## src/rtl/tagged_region_extractor_unit_defines.svh

```systemverilog
`ifndef TAGGED_REGION_EXTRACTOR_UNIT_DEFINES_SVH
`define TAGGED_REGION_EXTRACTOR_UNIT_DEFINES_SVH

// Check a property on every rising edge of clk_i, held off during reset.
`define TREU_ASSERT(lbl, prop, msg) \
  lbl: assert property (@(posedge clk_i) disable iff (!rst_ni) prop) \
    else $error(msg);

// Check that a condition implies another one in the following cycle.
`define TREU_ASSERT_NEXT(lbl, ante, cons, msg) \
  lbl: assert property (@(posedge clk_i) disable iff (!rst_ni) (ante) |=> (cons)) \
    else $error(msg);

`endif

```

## src/rtl/treu_pkg.sv

```systemverilog
`timescale 1ns / 1ps

package treu_pkg;

  // Bytes counted back from the top of the history where the name scan starts.
  localparam int NAME_GAP = 9;

  // Match phases: idle, partial opening match, inside a region, partial close.
  localparam logic [4:0] PH_IDLE       = 5'd0;
  localparam logic [4:0] PH_OPEN_FIRST = 5'd1;
  localparam logic [4:0] PH_TAG_FULL   = 5'd9;
  localparam logic [4:0] PH_REGION     = 5'd16;
  localparam logic [4:0] PH_CLOSE_1    = 5'd17;
  localparam logic [4:0] PH_CLOSE_FULL = 5'd22;

  localparam logic [7:0] CH_LT    = 8'h3c;
  localparam logic [7:0] CH_GT    = 8'h3e;
  localparam logic [7:0] CH_SLASH = 8'h2f;
  localparam logic [7:0] CH_SPACE = 8'h20;
  localparam logic [7:0] CH_NL    = 8'h0a;
  localparam logic [7:0] CH_L     = 8'h6c;
  localparam logic [7:0] CH_E     = 8'h65;
  localparam logic [7:0] CH_V     = 8'h76;
  localparam logic [7:0] CH_R     = 8'h72;

  // Header byte sequence: opening comment, then close of comment and tag.
  localparam logic [4:0] HDR_OPEN_LAST = 5'd4;
  localparam logic [4:0] HDR_LAST      = 5'd19;

  typedef enum logic [2:0] {
    ST_RUN,
    ST_SCAN_RD,
    ST_SCAN_CHK,
    ST_HEAD,
    ST_NAME_RD,
    ST_NAME_CHK,
    ST_TAIL,
    ST_CLOSE_NL
  } treu_state_e;

  typedef struct packed {
    logic [7:0] data;
    logic       flush;
    logic       rend;
  } treu_push_t;

  function automatic logic is_name_byte(input logic [7:0] c);
    return (c inside {[8'h30:8'h39], [8'h41:8'h5a], [8'h61:8'h7a], 8'h2d, 8'h5f});
  endfunction

  function automatic logic [7:0] hdr_byte(input logic [4:0] k);
    logic [7:0] b;
    case (k)
      5'd0:    b = 8'h3c;
      5'd1:    b = 8'h21;
      5'd2:    b = 8'h2d;
      5'd3:    b = 8'h2d;
      5'd4:    b = 8'h20;
      5'd5:    b = 8'h20;
      5'd6:    b = 8'h2d;
      5'd7:    b = 8'h2d;
      5'd8:    b = 8'h3e;
      5'd9:    b = 8'h0a;
      5'd10:   b = 8'h3c;
      5'd11:   b = 8'h6c;
      5'd12:   b = 8'h65;
      5'd13:   b = 8'h76;
      5'd14:   b = 8'h65;
      5'd15:   b = 8'h6c;
      5'd16:   b = 8'h20;
      5'd17:   b = 8'h76;
      5'd18:   b = 8'h65;
      5'd19:   b = 8'h72;
      default: b = 8'h00;
    endcase
    return b;
  endfunction

endpackage

```

## src/rtl/treu_hist.sv

```systemverilog
`timescale 1ns / 1ps

module treu_hist import treu_pkg::*; #(
  parameter int DEPTH = 64
) (
  input  logic                       clk_i,
  input  logic                       rst_ni,
  input  logic                       wr_en_i,
  input  logic [7:0]                 wr_data_i,
  input  logic                       rd_en_i,
  input  logic [$clog2(DEPTH+1)-1:0] rd_idx_i,
  output logic [7:0]                 rd_data_o
);

  localparam int AW = $clog2(DEPTH);
  localparam int IW = $clog2(DEPTH + 1);
  localparam int SW = IW + 1;

  logic [7:0]       mem [DEPTH];
  logic [DEPTH-1:0] vld_q;
  logic [AW-1:0]    wp_q, wp_d;
  logic [SW-1:0]    sum;
  logic [AW-1:0]    rd_addr;
  logic [7:0]       rd_data_q;

  // wp_q addresses the oldest entry, which is logical index 0.
  always_comb begin
    wp_d = (wp_q == AW'(DEPTH - 1)) ? '0 : wp_q + AW'(1);
    sum  = SW'(wp_q) + SW'(rd_idx_i);
    if (sum >= SW'(DEPTH)) begin
      sum = sum - SW'(DEPTH);
    end
    rd_addr = sum[AW-1:0];
  end

  always_ff @(posedge clk_i or negedge rst_ni) begin
    if (!rst_ni) begin
      wp_q  <= '0;
      vld_q <= '0;
    end else if (wr_en_i) begin
      wp_q         <= wp_d;
      vld_q[wp_q]  <= 1'b1;
    end
  end

  always_ff @(posedge clk_i) begin
    if (wr_en_i) begin
      mem[wp_q] <= wr_data_i;
    end
  end

  // Entries never written read as zero.
  always_ff @(posedge clk_i) begin
    if (rd_en_i) begin
      rd_data_q <= vld_q[rd_addr] ? mem[rd_addr] : 8'h00;
    end
  end

  assign rd_data_o = rd_data_q;

endmodule

```

## src/rtl/treu_pack.sv

```systemverilog
`timescale 1ns / 1ps

module treu_pack import treu_pkg::*; (
  input  logic       clk_i,
  input  logic       rst_ni,
  input  logic       push_valid_i,
  input  treu_push_t push_i,
  output logic       ready_o,
  output logic       out_valid_o,
  input  logic       out_ready_i,
  output logic [31:0] out_bytes_o,
  output logic [2:0] out_count_o,
  output logic       region_end_o,
  output logic       last_o
);

  logic [23:0] acc_q;
  logic [1:0]  cnt_q;
  logic        ov_q;
  logic [31:0] word_q, word_d;
  logic [2:0]  count_q;
  logic        rend_q, last_q;
  logic        push_ok, emit;

  assign ready_o = !ov_q || out_ready_i;
  assign push_ok = push_valid_i && ready_o;
  assign emit    = push_ok && (push_i.flush || cnt_q == 2'd3);

  // Drop the new byte in at the next free lane; lanes above stay zero.
  assign word_d = {8'h00, acc_q} | ({24'h000000, push_i.data} << {cnt_q, 3'b000});

  always_ff @(posedge clk_i or negedge rst_ni) begin
    if (!rst_ni) begin
      acc_q <= '0;
      cnt_q <= '0;
      ov_q  <= 1'b0;
    end else begin
      if (push_ok) begin
        if (emit) begin
          acc_q <= '0;
          cnt_q <= '0;
        end else begin
          acc_q <= word_d[23:0];
          cnt_q <= cnt_q + 2'd1;
        end
      end
      if (emit) begin
        ov_q <= 1'b1;
      end else if (out_ready_i) begin
        ov_q <= 1'b0;
      end
    end
  end

  always_ff @(posedge clk_i) begin
    if (emit) begin
      word_q  <= word_d;
      count_q <= {1'b0, cnt_q} + 3'd1;
      rend_q  <= push_i.rend;
      last_q  <= push_i.flush;
    end
  end

  assign out_valid_o  = ov_q;
  assign out_bytes_o  = word_q;
  assign out_count_o  = count_q;
  assign region_end_o = rend_q;
  assign last_o       = last_q;

endmodule

```

## src/rtl/tagged_region_extractor_unit.sv

```systemverilog
// Byte inside a region: its result is in the output register in the cycle after it is accepted.
// Closing '>': the '>' and a newline leave together as one final result. Opening 'r': the
// sequencer scans the history down for the name, then emits the header, the name and the tail.
// Sustained throughput one byte per cycle while out_ready_i stays high and the sequencer runs.
// Reset (rst_ni low, asynchronous) clears the phase, sequencer and packer; the history
// reads as all zero bytes through per-entry valid bits, so no clearing pass is needed.
`timescale 1ns / 1ps
`include "tagged_region_extractor_unit_defines.svh"

module tagged_region_extractor_unit import treu_pkg::*; #(
  parameter int HISTORY_DEPTH = 64
) (
  input  logic        clk_i,
  input  logic        rst_ni,
  input  logic        in_valid_i,
  output logic        in_ready_o,
  input  logic [7:0]  in_byte_i,
  output logic        out_valid_o,
  input  logic        out_ready_i,
  output logic [31:0] out_bytes_o,
  output logic [2:0]  out_count_o,
  output logic        region_end_o,
  output logic        last_o
);

  localparam int IW        = $clog2(HISTORY_DEPTH + 1);
  localparam int START_RAW = HISTORY_DEPTH - NAME_GAP;
  // Scan start, held clear of index 0 and no higher than the top entry.
  localparam int START     = (START_RAW < 1) ? 1 :
                             ((START_RAW > HISTORY_DEPTH - 1) ? HISTORY_DEPTH - 1 : START_RAW);

  treu_state_e   state_q, state_d;
  logic [4:0]    phase_q, phase_d, np;
  logic [4:0]    k_q, k_d;
  logic [IW-1:0] idx_q, idx_d;

  logic          in_acc, inreg, hdr_start, closing, rd_name;
  logic          pack_ready, push_valid;
  treu_push_t    push;
  logic          hist_wr, hist_rd;
  logic [7:0]    hist_rd_data;

  assign in_acc  = in_valid_i && in_ready_o;
  assign rd_name = is_name_byte(hist_rd_data);

  // Next match phase for the byte on the input; partial-match phases count matched bytes.
  always_comb begin
    inreg = phase_q[4];
    np    = inreg ? PH_REGION : PH_IDLE;
    case (in_byte_i)
      CH_LT: begin
        // A '<' restarts the opening match rather than dropping it.
        np = inreg ? PH_REGION : PH_OPEN_FIRST;
      end
      CH_L: begin
        if (phase_q inside {5'd1, 5'd5, 5'd17, 5'd21}) np = phase_q + 5'd1;
      end
      CH_E: begin
        if (phase_q inside {5'd2, 5'd4, 5'd8, 5'd18, 5'd20}) np = phase_q + 5'd1;
      end
      CH_V: begin
        if (phase_q inside {5'd3, 5'd7, 5'd19}) np = phase_q + 5'd1;
      end
      CH_SLASH: begin
        if (phase_q == PH_REGION) np = PH_CLOSE_1;
      end
      CH_SPACE: begin
        if (phase_q == 5'd6) np = 5'd7;
      end
      CH_R: begin
        if (phase_q == PH_TAG_FULL) np = PH_REGION;
      end
      CH_GT: begin
        if (phase_q == PH_CLOSE_FULL) np = PH_IDLE;
      end
      default: begin
      end
    endcase
    hdr_start = (in_byte_i == CH_R) && (phase_q == PH_TAG_FULL);
    closing   = (in_byte_i == CH_GT) && (phase_q == PH_CLOSE_FULL);
  end

  // Sequencer next state.
  always_comb begin
    state_d = state_q;
    case (state_q)
      ST_RUN: begin
        if (in_acc && hdr_start) begin
          state_d = ST_SCAN_RD;
        end else if (in_acc && closing) begin
          state_d = ST_CLOSE_NL;
        end
      end
      ST_SCAN_RD: state_d = ST_SCAN_CHK;
      ST_SCAN_CHK: begin
        state_d = (idx_q != '0 && rd_name) ? ST_SCAN_RD : ST_HEAD;
      end
      ST_HEAD: begin
        if (pack_ready && k_q == HDR_OPEN_LAST) state_d = ST_NAME_RD;
      end
      ST_NAME_RD: begin
        state_d = (idx_q == IW'(HISTORY_DEPTH)) ? ST_TAIL : ST_NAME_CHK;
      end
      ST_NAME_CHK: begin
        if (!rd_name) begin
          state_d = ST_TAIL;
        end else if (pack_ready) begin
          state_d = ST_NAME_RD;
        end
      end
      ST_TAIL: begin
        if (pack_ready && k_q == HDR_LAST) state_d = ST_RUN;
      end
      ST_CLOSE_NL: begin
        if (pack_ready) state_d = ST_RUN;
      end
      default: state_d = ST_RUN;
    endcase
  end

  // Sequencer outputs: input ready, packer requests and history port.
  always_comb begin
    in_ready_o = 1'b0;
    push_valid = 1'b0;
    push       = '{data: in_byte_i, flush: 1'b1, rend: 1'b0};
    hist_wr    = 1'b0;
    hist_rd    = 1'b0;
    case (state_q)
      ST_RUN: begin
        in_ready_o = pack_ready;
        if (in_acc) begin
          hist_wr = (np == PH_IDLE);
          if (closing) begin
            push_valid = 1'b1;
            push       = '{data: CH_GT, flush: 1'b0, rend: 1'b0};
          end else if (np[4] && !hdr_start) begin
            push_valid = 1'b1;
          end
        end
      end
      ST_SCAN_RD: hist_rd = 1'b1;
      ST_SCAN_CHK: begin
      end
      ST_HEAD: begin
        push_valid = 1'b1;
        push       = '{data: hdr_byte(k_q), flush: 1'b0, rend: 1'b0};
      end
      ST_NAME_RD: hist_rd = (idx_q != IW'(HISTORY_DEPTH));
      ST_NAME_CHK: begin
        push_valid = rd_name;
        push       = '{data: hist_rd_data, flush: 1'b0, rend: 1'b0};
      end
      ST_TAIL: begin
        // The tail closes with the opening 'r', which ends this request's results.
        push_valid = 1'b1;
        push       = '{data: hdr_byte(k_q), flush: (k_q == HDR_LAST), rend: 1'b0};
      end
      ST_CLOSE_NL: begin
        push_valid = 1'b1;
        push       = '{data: CH_NL, flush: 1'b1, rend: 1'b1};
      end
      default: begin
      end
    endcase
  end

  // Phase, header byte counter and history index.
  always_comb begin
    phase_d = in_acc ? np : phase_q;
    k_d     = k_q;
    idx_d   = idx_q;
    case (state_q)
      ST_RUN: begin
        k_d = '0;
        if (in_acc && hdr_start) idx_d = IW'(START);
      end
      ST_SCAN_CHK: begin
        // Step down over name bytes; on a stop, move to the first byte of the name.
        idx_d = (idx_q != '0 && rd_name) ? idx_q - IW'(1) : idx_q + IW'(1);
      end
      ST_HEAD, ST_TAIL: begin
        if (pack_ready) k_d = k_q + 5'd1;
      end
      ST_NAME_CHK: begin
        if (rd_name && pack_ready) idx_d = idx_q + IW'(1);
      end
      default: begin
      end
    endcase
  end

  always_ff @(posedge clk_i or negedge rst_ni) begin
    if (!rst_ni) begin
      state_q <= ST_RUN;
      phase_q <= PH_IDLE;
      k_q     <= '0;
      idx_q   <= '0;
    end else begin
      state_q <= state_d;
      phase_q <= phase_d;
      k_q     <= k_d;
      idx_q   <= idx_d;
    end
  end

  treu_hist #(
    .DEPTH (HISTORY_DEPTH)
  ) u_hist (
    .clk_i     (clk_i),
    .rst_ni    (rst_ni),
    .wr_en_i   (hist_wr),
    .wr_data_i (in_byte_i),
    .rd_en_i   (hist_rd),
    .rd_idx_i  (idx_q),
    .rd_data_o (hist_rd_data)
  );

  treu_pack u_pack (
    .clk_i        (clk_i),
    .rst_ni       (rst_ni),
    .push_valid_i (push_valid),
    .push_i       (push),
    .ready_o      (pack_ready),
    .out_valid_o  (out_valid_o),
    .out_ready_i  (out_ready_i),
    .out_bytes_o  (out_bytes_o),
    .out_count_o  (out_count_o),
    .region_end_o (region_end_o),
    .last_o       (last_o)
  );

  `TREU_ASSERT_NEXT(a_hdr_start, in_acc && hdr_start,
                    state_q == ST_SCAN_RD && phase_q == PH_REGION,
                    "header sequence did not start on opening match")
  `TREU_ASSERT(a_rend_shape,
               out_valid_o && region_end_o |->
                 last_o && out_count_o == 3'd2 && out_bytes_o[15:8] == CH_NL,
               "region end result is not a final closing pair")
  `TREU_ASSERT(a_count_range, out_valid_o |-> out_count_o != 3'd0 && out_count_o <= 3'd4,
               "result byte count out of range")
  `TREU_ASSERT(a_phase_legal, !phase_q[4] |-> phase_q <= PH_TAG_FULL,
               "idle-side phase beyond full opening match")
  `TREU_ASSERT(a_idx_range,
               (state_q == ST_NAME_RD || state_q == ST_NAME_CHK) |->
                 idx_q <= IW'(HISTORY_DEPTH) && idx_q != '0,
               "name index left the history")

endmodule
```

## config.mk

```make
export PLATFORM = sky130hd
export DESIGN_NAME = tagged_region_extractor_unit
export DESIGN_NICKNAME = d
export VERILOG_FILES = /design/src/rtl/treu_pkg.sv /design/src/rtl/treu_hist.sv /design/src/rtl/treu_pack.sv /design/src/rtl/tagged_region_extractor_unit.sv
export VERILOG_INCLUDE_DIRS = /design/src /design/src/rtl
export SDC_FILE = /design/constraint.sdc
export NUM_CORES = 1
export LEC_CHECK = 0
export ABC_AREA = 1
export BUFFER_PORTS_ARGS = -buffer_cell sky130_fd_sc_hd__buf_2
export CAP_MARGIN = 20
export CORE_UTILIZATION = 35
export DETAILED_ROUTE_END_ITERATION = 12
export SLEW_MARGIN = 10
export SYNTH_ARGS = -nofsm -noshare
export SYNTH_HDL_FRONTEND = slang
export SYNTH_SLANG_ARGS = --single-unit
```

## constraint.sdc

```tcl
create_clock -name clk_i -period 2.9 [get_ports clk_i]
set_input_delay 0.435 -clock clk_i [delete_from_list [all_inputs] [get_ports clk_i]]
set_output_delay 0.435 -clock clk_i [all_outputs]
set_load 0.05 [all_outputs]
```

=== Yosys cells after proc, flatten, opt, wreduce, memory -nomap -nowiden ===
Memory sizes are Yosys's and may differ from the RTL's. A register that Yosys moved wholly into a read port is not among the register bits.
Index checks and enable logic that the tools add are counted.

* Register bits after elaboration: 154
* Bits in latches: 0
* RAM bits: 512
* Bits in read-only memories: 448
* Input bits: 12
* Output and inout port bits: 39
* Memories kept: 3

* Add/subtract/negate cells: 9
* Multipliers: 0
* Divide/modulo/power cells: 0
* Magnitude comparators: 10
* Equal/unequal tests: 47
* Shifts and indexed selects: 1
* Muxes and demuxes: 49
* Bitwise logic cells: 2
* Reductions and logical operators: 36

{| class="wikitable"
|+ Memory list
! memory !! words !! width !! read ports !! clocked after memory_dff !! write ports !! line !! RTL
|-
| u_hist.mem || 64 || 8 || 1 || 1 || 1 || treu_hist.sv:19 || <nowiki>logic [7:0] mem [DEPTH];</nowiki>
|-
| (name not given) || 32 || 7 || 1 || 0 || 0 || treu_pkg.sv:53 || <nowiki>case (k)</nowiki>
|-
| (name not given) || 32 || 7 || 1 || 0 || 0 || treu_pkg.sv:53 ||
|}

{| class="wikitable"
|+ Operator list
! cell !! number
|-
| 64-bit OR || 1
|-
| 5-bit 2-to-1 mux || 10
|-
| 10-bit case mux with 5 select lines || 1
|-
| 5-bit equality test (second input constant) || 8
|-
| 8-bit by 6-bit equality test with 1-bit output (second input constant) || 5
|-
| 8-bit by 7-bit equality test with 1-bit output (second input constant) || 5
|-
| 5-bit case mux with 8 select lines || 1
|-
| 24-bit by 32-bit OR with 32-bit output || 1
|-
| 8-bit by 5-bit left shift with 32-bit output || 1
|-
| 5-bit by 3-bit equality test with 1-bit output (second input constant) || 5
|-
| 8-bit by 7-bit >= comparator with 1-bit output (second input constant) || 3
|-
| 24-bit 2-to-1 mux || 1
|-
| 3-bit case mux with 8 select lines || 1
|-
| 3-bit 2-to-1 mux || 7
|-
| 7-bit 2-to-1 mux || 3
|-
| 7-bit case mux with 3 select lines || 1
|-
| 10-bit 2-to-1 mux || 2
|-
| 8-bit by 7-bit less-or-equal comparator with 1-bit output (second input constant) || 2
|-
| 1-bit logical AND || 16
|-
| 6-bit by 7-bit < comparator with 1-bit output (second input constant) || 2
|-
| 3-bit equality test (second input constant) || 4
|-
| 1-bit 2-to-1 mux || 12
|-
| 6-bit 2-to-1 mux || 2
|-
| 2-bit != test (second input constant) || 6
|-
| 41 further kinds || 54
|}

=== Logic depth before layout (Yosys ltp) ===
* Word-level depth: 12
* Gate-level depth with buffers: 16
* Gate-level depth less buffers: 14

=== Modules after synthesis ===
Synthesis repeated with hierarchy kept, for this count alone.

* Cells, all modules: 3107
* Area, all modules: 30364.1 sq um

{| class="wikitable"
|+ Modules (own cells, without submodules)
! module !! times used !! cells each !! area an instance (sq um)
|-
| treu_hist || 1 || 2467 || 25182.9
|-
| treu_pack || 1 || 236 || 2690.1
|-
| tagged_region_extractor_unit || 1 || 404 || 2491.1
|}

=== Worst setup path before layout ===
Ideal clock, no wire load.

* Kind: reg-to-reg
* Start: register u_pack.ov_q, in the netlist u_pack.out_valid_o
* End: register u_pack.last_q, in the netlist u_pack.last_o (enable)
* Setup time: 0.396 ns
* Data arrival time: 2.421 ns
* Data required time: 2.504 ns
* Path slack: 0.083 ns
* Stages on the path, launching flop included: 11
* Path buffers: 0
* Cells stage by stage: dfrtp_1 > inv_1 > nor2_1 > nor2_4 > nand2_2 > inv_2 > nand2_1 > nand2_1 > nand3b_1 > nand3_1 > inv_1

* Longest elaborated chain between the ends: 8
* Elaborated cells between the ends (all ways): 11
* Classes of those cells: mux: 5; reduce/logical: 6

{| class="wikitable"
|+ RTL lines
! item !! line !! RTL
|-
| start: declaration || treu_pack.sv:19 || <nowiki>logic ov_q;</nowiki>
|-
| start signal: assignment || treu_pack.sv:36 || <nowiki>ov_q <= 1'b0;</nowiki>
|-
| start signal: assignment || treu_pack.sv:48 || <nowiki>ov_q <= 1'b1;</nowiki>
|-
| start signal: assignment || treu_pack.sv:50 || <nowiki>ov_q <= 1'b0;</nowiki>
|-
| 1-bit zero test (*) || treu_pack.sv:25 || <nowiki>assign ready_o = !ov_q || out_ready_i;</nowiki>
|-
| 1-bit logical OR (*) || treu_pack.sv:25 ||
|-
| 1-bit 2-to-1 mux (*) || tagged_region_extractor_unit.sv:128 || <nowiki>case (state_q)</nowiki>
|-
| net in_ready_o || tagged_region_extractor_unit.sv:16 || <nowiki>output logic in_ready_o,</nowiki>
|-
| 1-bit logical AND (*) || tagged_region_extractor_unit.sv:43 || <nowiki>assign in_acc = in_valid_i && in_ready_o;</nowiki>
|-
| 10-bit 2-to-1 mux or 1-bit 2-to-1 mux (tied branches) || tagged_region_extractor_unit.sv:131 || <nowiki>if (in_acc) begin</nowiki>
|-
| 10-bit case mux with 5 select lines or 1-bit case mux with 3 select lines (tied branches) || tagged_region_extractor_unit.sv:128 ||
|-
| 1-bit logical OR or 1-bit logical AND (tied branches) || treu_pack.sv:27, treu_pack.sv:26 ||
|-
| 1-bit logical AND (*) || treu_pack.sv:27 || <nowiki>assign emit = push_ok && (push_i.flush || cnt_q == 2'd3);</nowiki>
|-
| net u_pack.emit || treu_pack.sv:23 || <nowiki>logic push_ok, emit;</nowiki>
|-
| end signal: assignment || treu_pack.sv:60 || <nowiki>last_q <= push_i.flush;</nowiki>
|-
| end: declaration || treu_pack.sv:22 || <nowiki>logic rend_q, last_q;</nowiki>
|}

Mark *: on every way through the listed nets, which the timed path passes. The rest lies on a longest branch.
A chain may end at the register's enable or synchronous reset.

=== Worst setup path in the final report ===
* Start: register idx_q[0]
* End: register u_hist.rd_data_q[6], in the netlist u_hist.rd_data_o[6], read port of u_hist.mem (data pin)

* Longest elaborated chain between the ends: 6
* Elaborated cells between the ends (all ways): 9
* Classes of those cells: add/sub: 2; order compare: 1; eq/ne: 1; mux: 4; reduce/logical: 1

{| class="wikitable"
|+ RTL lines
! item !! line !! RTL
|-
| start: declaration || tagged_region_extractor_unit.sv:35 || <nowiki>logic [IW-1:0] idx_q, idx_d;</nowiki>
|-
| start signal: assignment || tagged_region_extractor_unit.sv:202 || <nowiki>idx_q <= idx_d;</nowiki>
|-
| 6-bit by 7-bit adder with 8-bit output || treu_hist.sv:29 || <nowiki>sum = SW'(wp_q) + SW'(rd_idx_i);</nowiki>
|-
| 8-bit by 7-bit >= comparator with 1-bit output or 6-bit by 1-bit subtractor with 6-bit output (tied branches) || treu_hist.sv:30, treu_hist.sv:31 ||
|-
| 6-bit 2-to-1 mux || treu_hist.sv:30 || <nowiki>if (sum >= SW'(DEPTH)) begin</nowiki>
|-
| 1-bit binary-select mux with 6-bit select || treu_hist.sv:55 || <nowiki>rd_data_q <= vld_q[rd_addr] ? mem[rd_addr] : 8'h00;</nowiki>
|-
| 1-bit 2-to-1 mux (not written as such) || treu_hist.sv:55 ||
|-
| 1-bit zero test (no source line) || - ||
|-
| end: declaration || treu_hist.sv:24 || <nowiki>logic [7:0] rd_data_q;</nowiki>
|}

Parallel ways exist; a longest one is shown, timed or not. The select of a mux whose other input is x is not followed.

==> results.sh <==
export IMPL_maxSlewHeadroom_pct=35.29
export IMPL_gp_congestion=0.8828
export IMPL_nNetsFinal=2981
export IMPL_cts_clk_slew_worst_paths_ps=60
export IMPL_grt_max_degree=105
export IMPL_path_class="reg -> reg"
export IMPL_htree_levels=3
export IMPL_ys_seq_area_share_pct=67.01
export IMPL_clockRootBuffer="clkbuf_16"
export IMPL_post_route_period_util_pct=104.8
export IMPL_drt_total_wl_mm=84.75
export IMPL_grt_overflow=0
export IMPL_rows=105
export IMPL_r2r_start="idx_q[0]$_DFFE_PN0P_"
export IMPL_insertion_delay_ps=630
export IMPL_dp_hpwl_mm=51.94
export IMPL_syn_num_nets=2799
export IMPL_post_route_min_period_ps=3040
export IMPL_grt_use_total_pct=19.72
export IMPL_drc=0
export IMPL_syn2layout_area_growth_pct=21.92
export IMPL_violations="negative setup slack"
export IMPL_grt_pass1_vias=20490
export IMPL_avgSynthCellArea_sq_um=10.61
export IMPL_yosys_cell_types_count=40
export IMPL_cts_buffer_depth=3
export IMPL_ys_warn_count=0
export IMPL_cts_tree="done"
export IMPL_cts_buffers=74
export IMPL_crit_path_end_kind="flop"
export IMPL_crit_required_ps=3390
export IMPL_synth_seq_cells=674
export IMPL_via_per_inst=5.261
export IMPL_antenna_found_initial=1
export IMPL_path_max_fanout=7
export IMPL_pin_count=51
export IMPL_first_iter_violations=1984
export IMPL_clock_fmax_mhz=328.9
export IMPL_drive_above_1_share_pct=17.47
export IMPL_setup_viol=8
export IMPL_core_sq_um=82500
export IMPL_n_fill_cell=7639
export IMPL_worst_pin_slew_ps=970.7
export IMPL_dieWidth_microns=291.5
export IMPL_fin_setup_tns_ps=-864.4
export IMPL_drv_cap=0
export IMPL_hold_viol_final=0
export IMPL_skew_ps=29.02
export IMPL_async_flop_share_pct=17.36
export IMPL_final_common_cell="edfxtp_1"
export IMPL_synth_ff_type="edfxtp_1"
export IMPL_slew_viol_final=0
export IMPL_port_buffers=50
export IMPL_die_area_sq_um=84960
export IMPL_most_common_layout_cells="557 x edfxtp_1, 432 x nor2_1, 404 x nand2_1"
export IMPL_die_h_microns=291.5
export IMPL_drtAntennaViolNets=0
export IMPL_syn_area_sq_um=29330
export IMPL_grt_pass1_wl_mm=128.0
export IMPL_hold_path_class="in -> reg"
export IMPL_worstSetupStartpoint="idx_q[0]$_DFFE_PN0P_"
export IMPL_arrival_ps=3530
export IMPL_synth_edf_count=557
export IMPL_syn_inst=2764
export IMPL_firstDrtPassIters=5
export IMPL_cts_sinks=674
export IMPL_start_util_pct=35.55
export IMPL_vias=21450
export IMPL_status="finished with violations"
export IMPL_min_from="in_valid_i"
export IMPL_critPathLaunchType="flop"
export IMPL_grt_setup_unrepaired="true"
export IMPL_setup_ws_ps=-140.0
export IMPL_hold_ws_ps=232.1
export IMPL_routedWlPerCell_microns=20.79
[sequential cells by signal (all words and copies together) (netlist names)]
name and count:
u_hist.vld_q 64, u_hist.rd_data_o 8, u_pack.out_bytes_o 32, u_pack.cnt_q 2, u_pack.acc_q 24, phase_q 5
state_q 3, u_hist.mem 512, u_hist.wp_q 6, k_q 5, u_pack.region_end_o 1, idx_q 7
u_pack.out_valid_o 1, u_pack.out_count_o 3, u_pack.last_o 1
[critical path, cell delays in order, from the launching register on]
cell and delay, ps:
dfrtp_1 410, ha_4 180, fa_4 820, buf_12 210
buf_12 170, buf_12 130, buf_16 120, o21ai_2 60
o22ai_2 190, nand2_1 100, nand3_2 110, nand3_2 80
nand2_2 80, nand2_1 70, nand2_1 80, nand2_2 50
inv_1 50
[kinds of logic after synthesis]
group	synth area share [%]
simple gates	16.21
buf+inv	4.701
fa+ha+maj	1.007
flops	67.01
compound gates	10.49
xor+xnor	0.5845
[path summary, 6_finish.rpt]
check | to | slack (ps) | cells after the start
setup / recovery | u_hist.rd_data_o[6]$_SDFFCE_PN0P_ | -140 | 16
hold / removal | phase_q[3]$_DFFE_PN0P_ | 230 | 4
setup reg to reg | u_hist.rd_data_o[6]$_SDFFCE_PN0P_ | -140 | 16
hold reg to reg | u_hist.vld_q[53]$_DFFE_PN0P_ | 450 | 2
max in group asynchronous | u_hist.vld_q[30]$_DFFE_PN0P_ | 1660 | 3
min in group asynchronous | u_pack.acc_q[16]$_DFFE_PN0P_ | 390 | 2
[cell type report]
cell class                      count  area, sq um  area share [%]
Sequential cell                   674        19660           54.97
Multi-Input combinational cell   1756         8864           24.79
Inverter                          183        710.7           1.988
Timing Repair inverter              1        8.758         0.02450
Tap cell                         1070         1339           3.744
Antenna cell                        2        5.005         0.01400
Clock buffer                       90         1974           5.522
Clock inverter                     45        491.7           1.375
Timing Repair Buffer              256         2706           7.569
[routing by layer]
| metal | wire length, microns | up-vias | share of wire [%] | track usage [%] |
|---|---|---|---|---|
| li1 | - | 9998 | - | - |
| met1 | 37950 | 10490 | 45 | 27.65 |
| met2 | 38470 | 808 | 45 | 30.82 |
| met3 | 5637 | 155 | 6.7 | 3.062 |
| met4 | 2687 | 0 | 3.2 | 7.394 |
| met5 | 0 | - | 0 | 0 |
[what timing repair did]
action,in CTS,in global routing
hold endpoints to repair,46,0
pin swaps,53,53
setup endpoints to repair,8,204
hold buffers,1,0
buffers inserted,17,3
gates resized for setup,127,87
gates cloned,10,4
[synth_stat cells, types with 14 or more instances]
master / instances / area share, %
a21oi_1: 48 / 0.82
buf_2: 54 / 0.92
clkbuf_1: 77 / 0.99
dfrtp_1: 117 / 10
edfxtp_1: 557 / 57
ha_1: 22 / 0.94
inv_1: 167 / 2.1
inv_2: 14 / 0.18
nand2_1: 431 / 5.5
nand3_1: 228 / 3.9
nor2_1: 434 / 5.6
nor3_1: 14 / 0.24
o21ai_0: 394 / 6.7
o21bai_1: 26 / 0.67
o22ai_1: 82 / 1.7
[per-stage QoR]
step	instance area, sq um	worst slack [ps]	instances	utilization (%)
after floorplan	29330	83.26	2764	-
after global placement	32050	-238.2	3907	38.84
after detailed placement	32050	-263.7	3907	38.84
after CTS	35420	-111.7	4070	42.93
after global routing	35750	-217.4	4075	43.33
final	35760	-140.0	4077	43.34
Power is left out: the tool's default activity adds up to more than one toggle a clock period on the data nets, which glitch-free logic cannot reach.
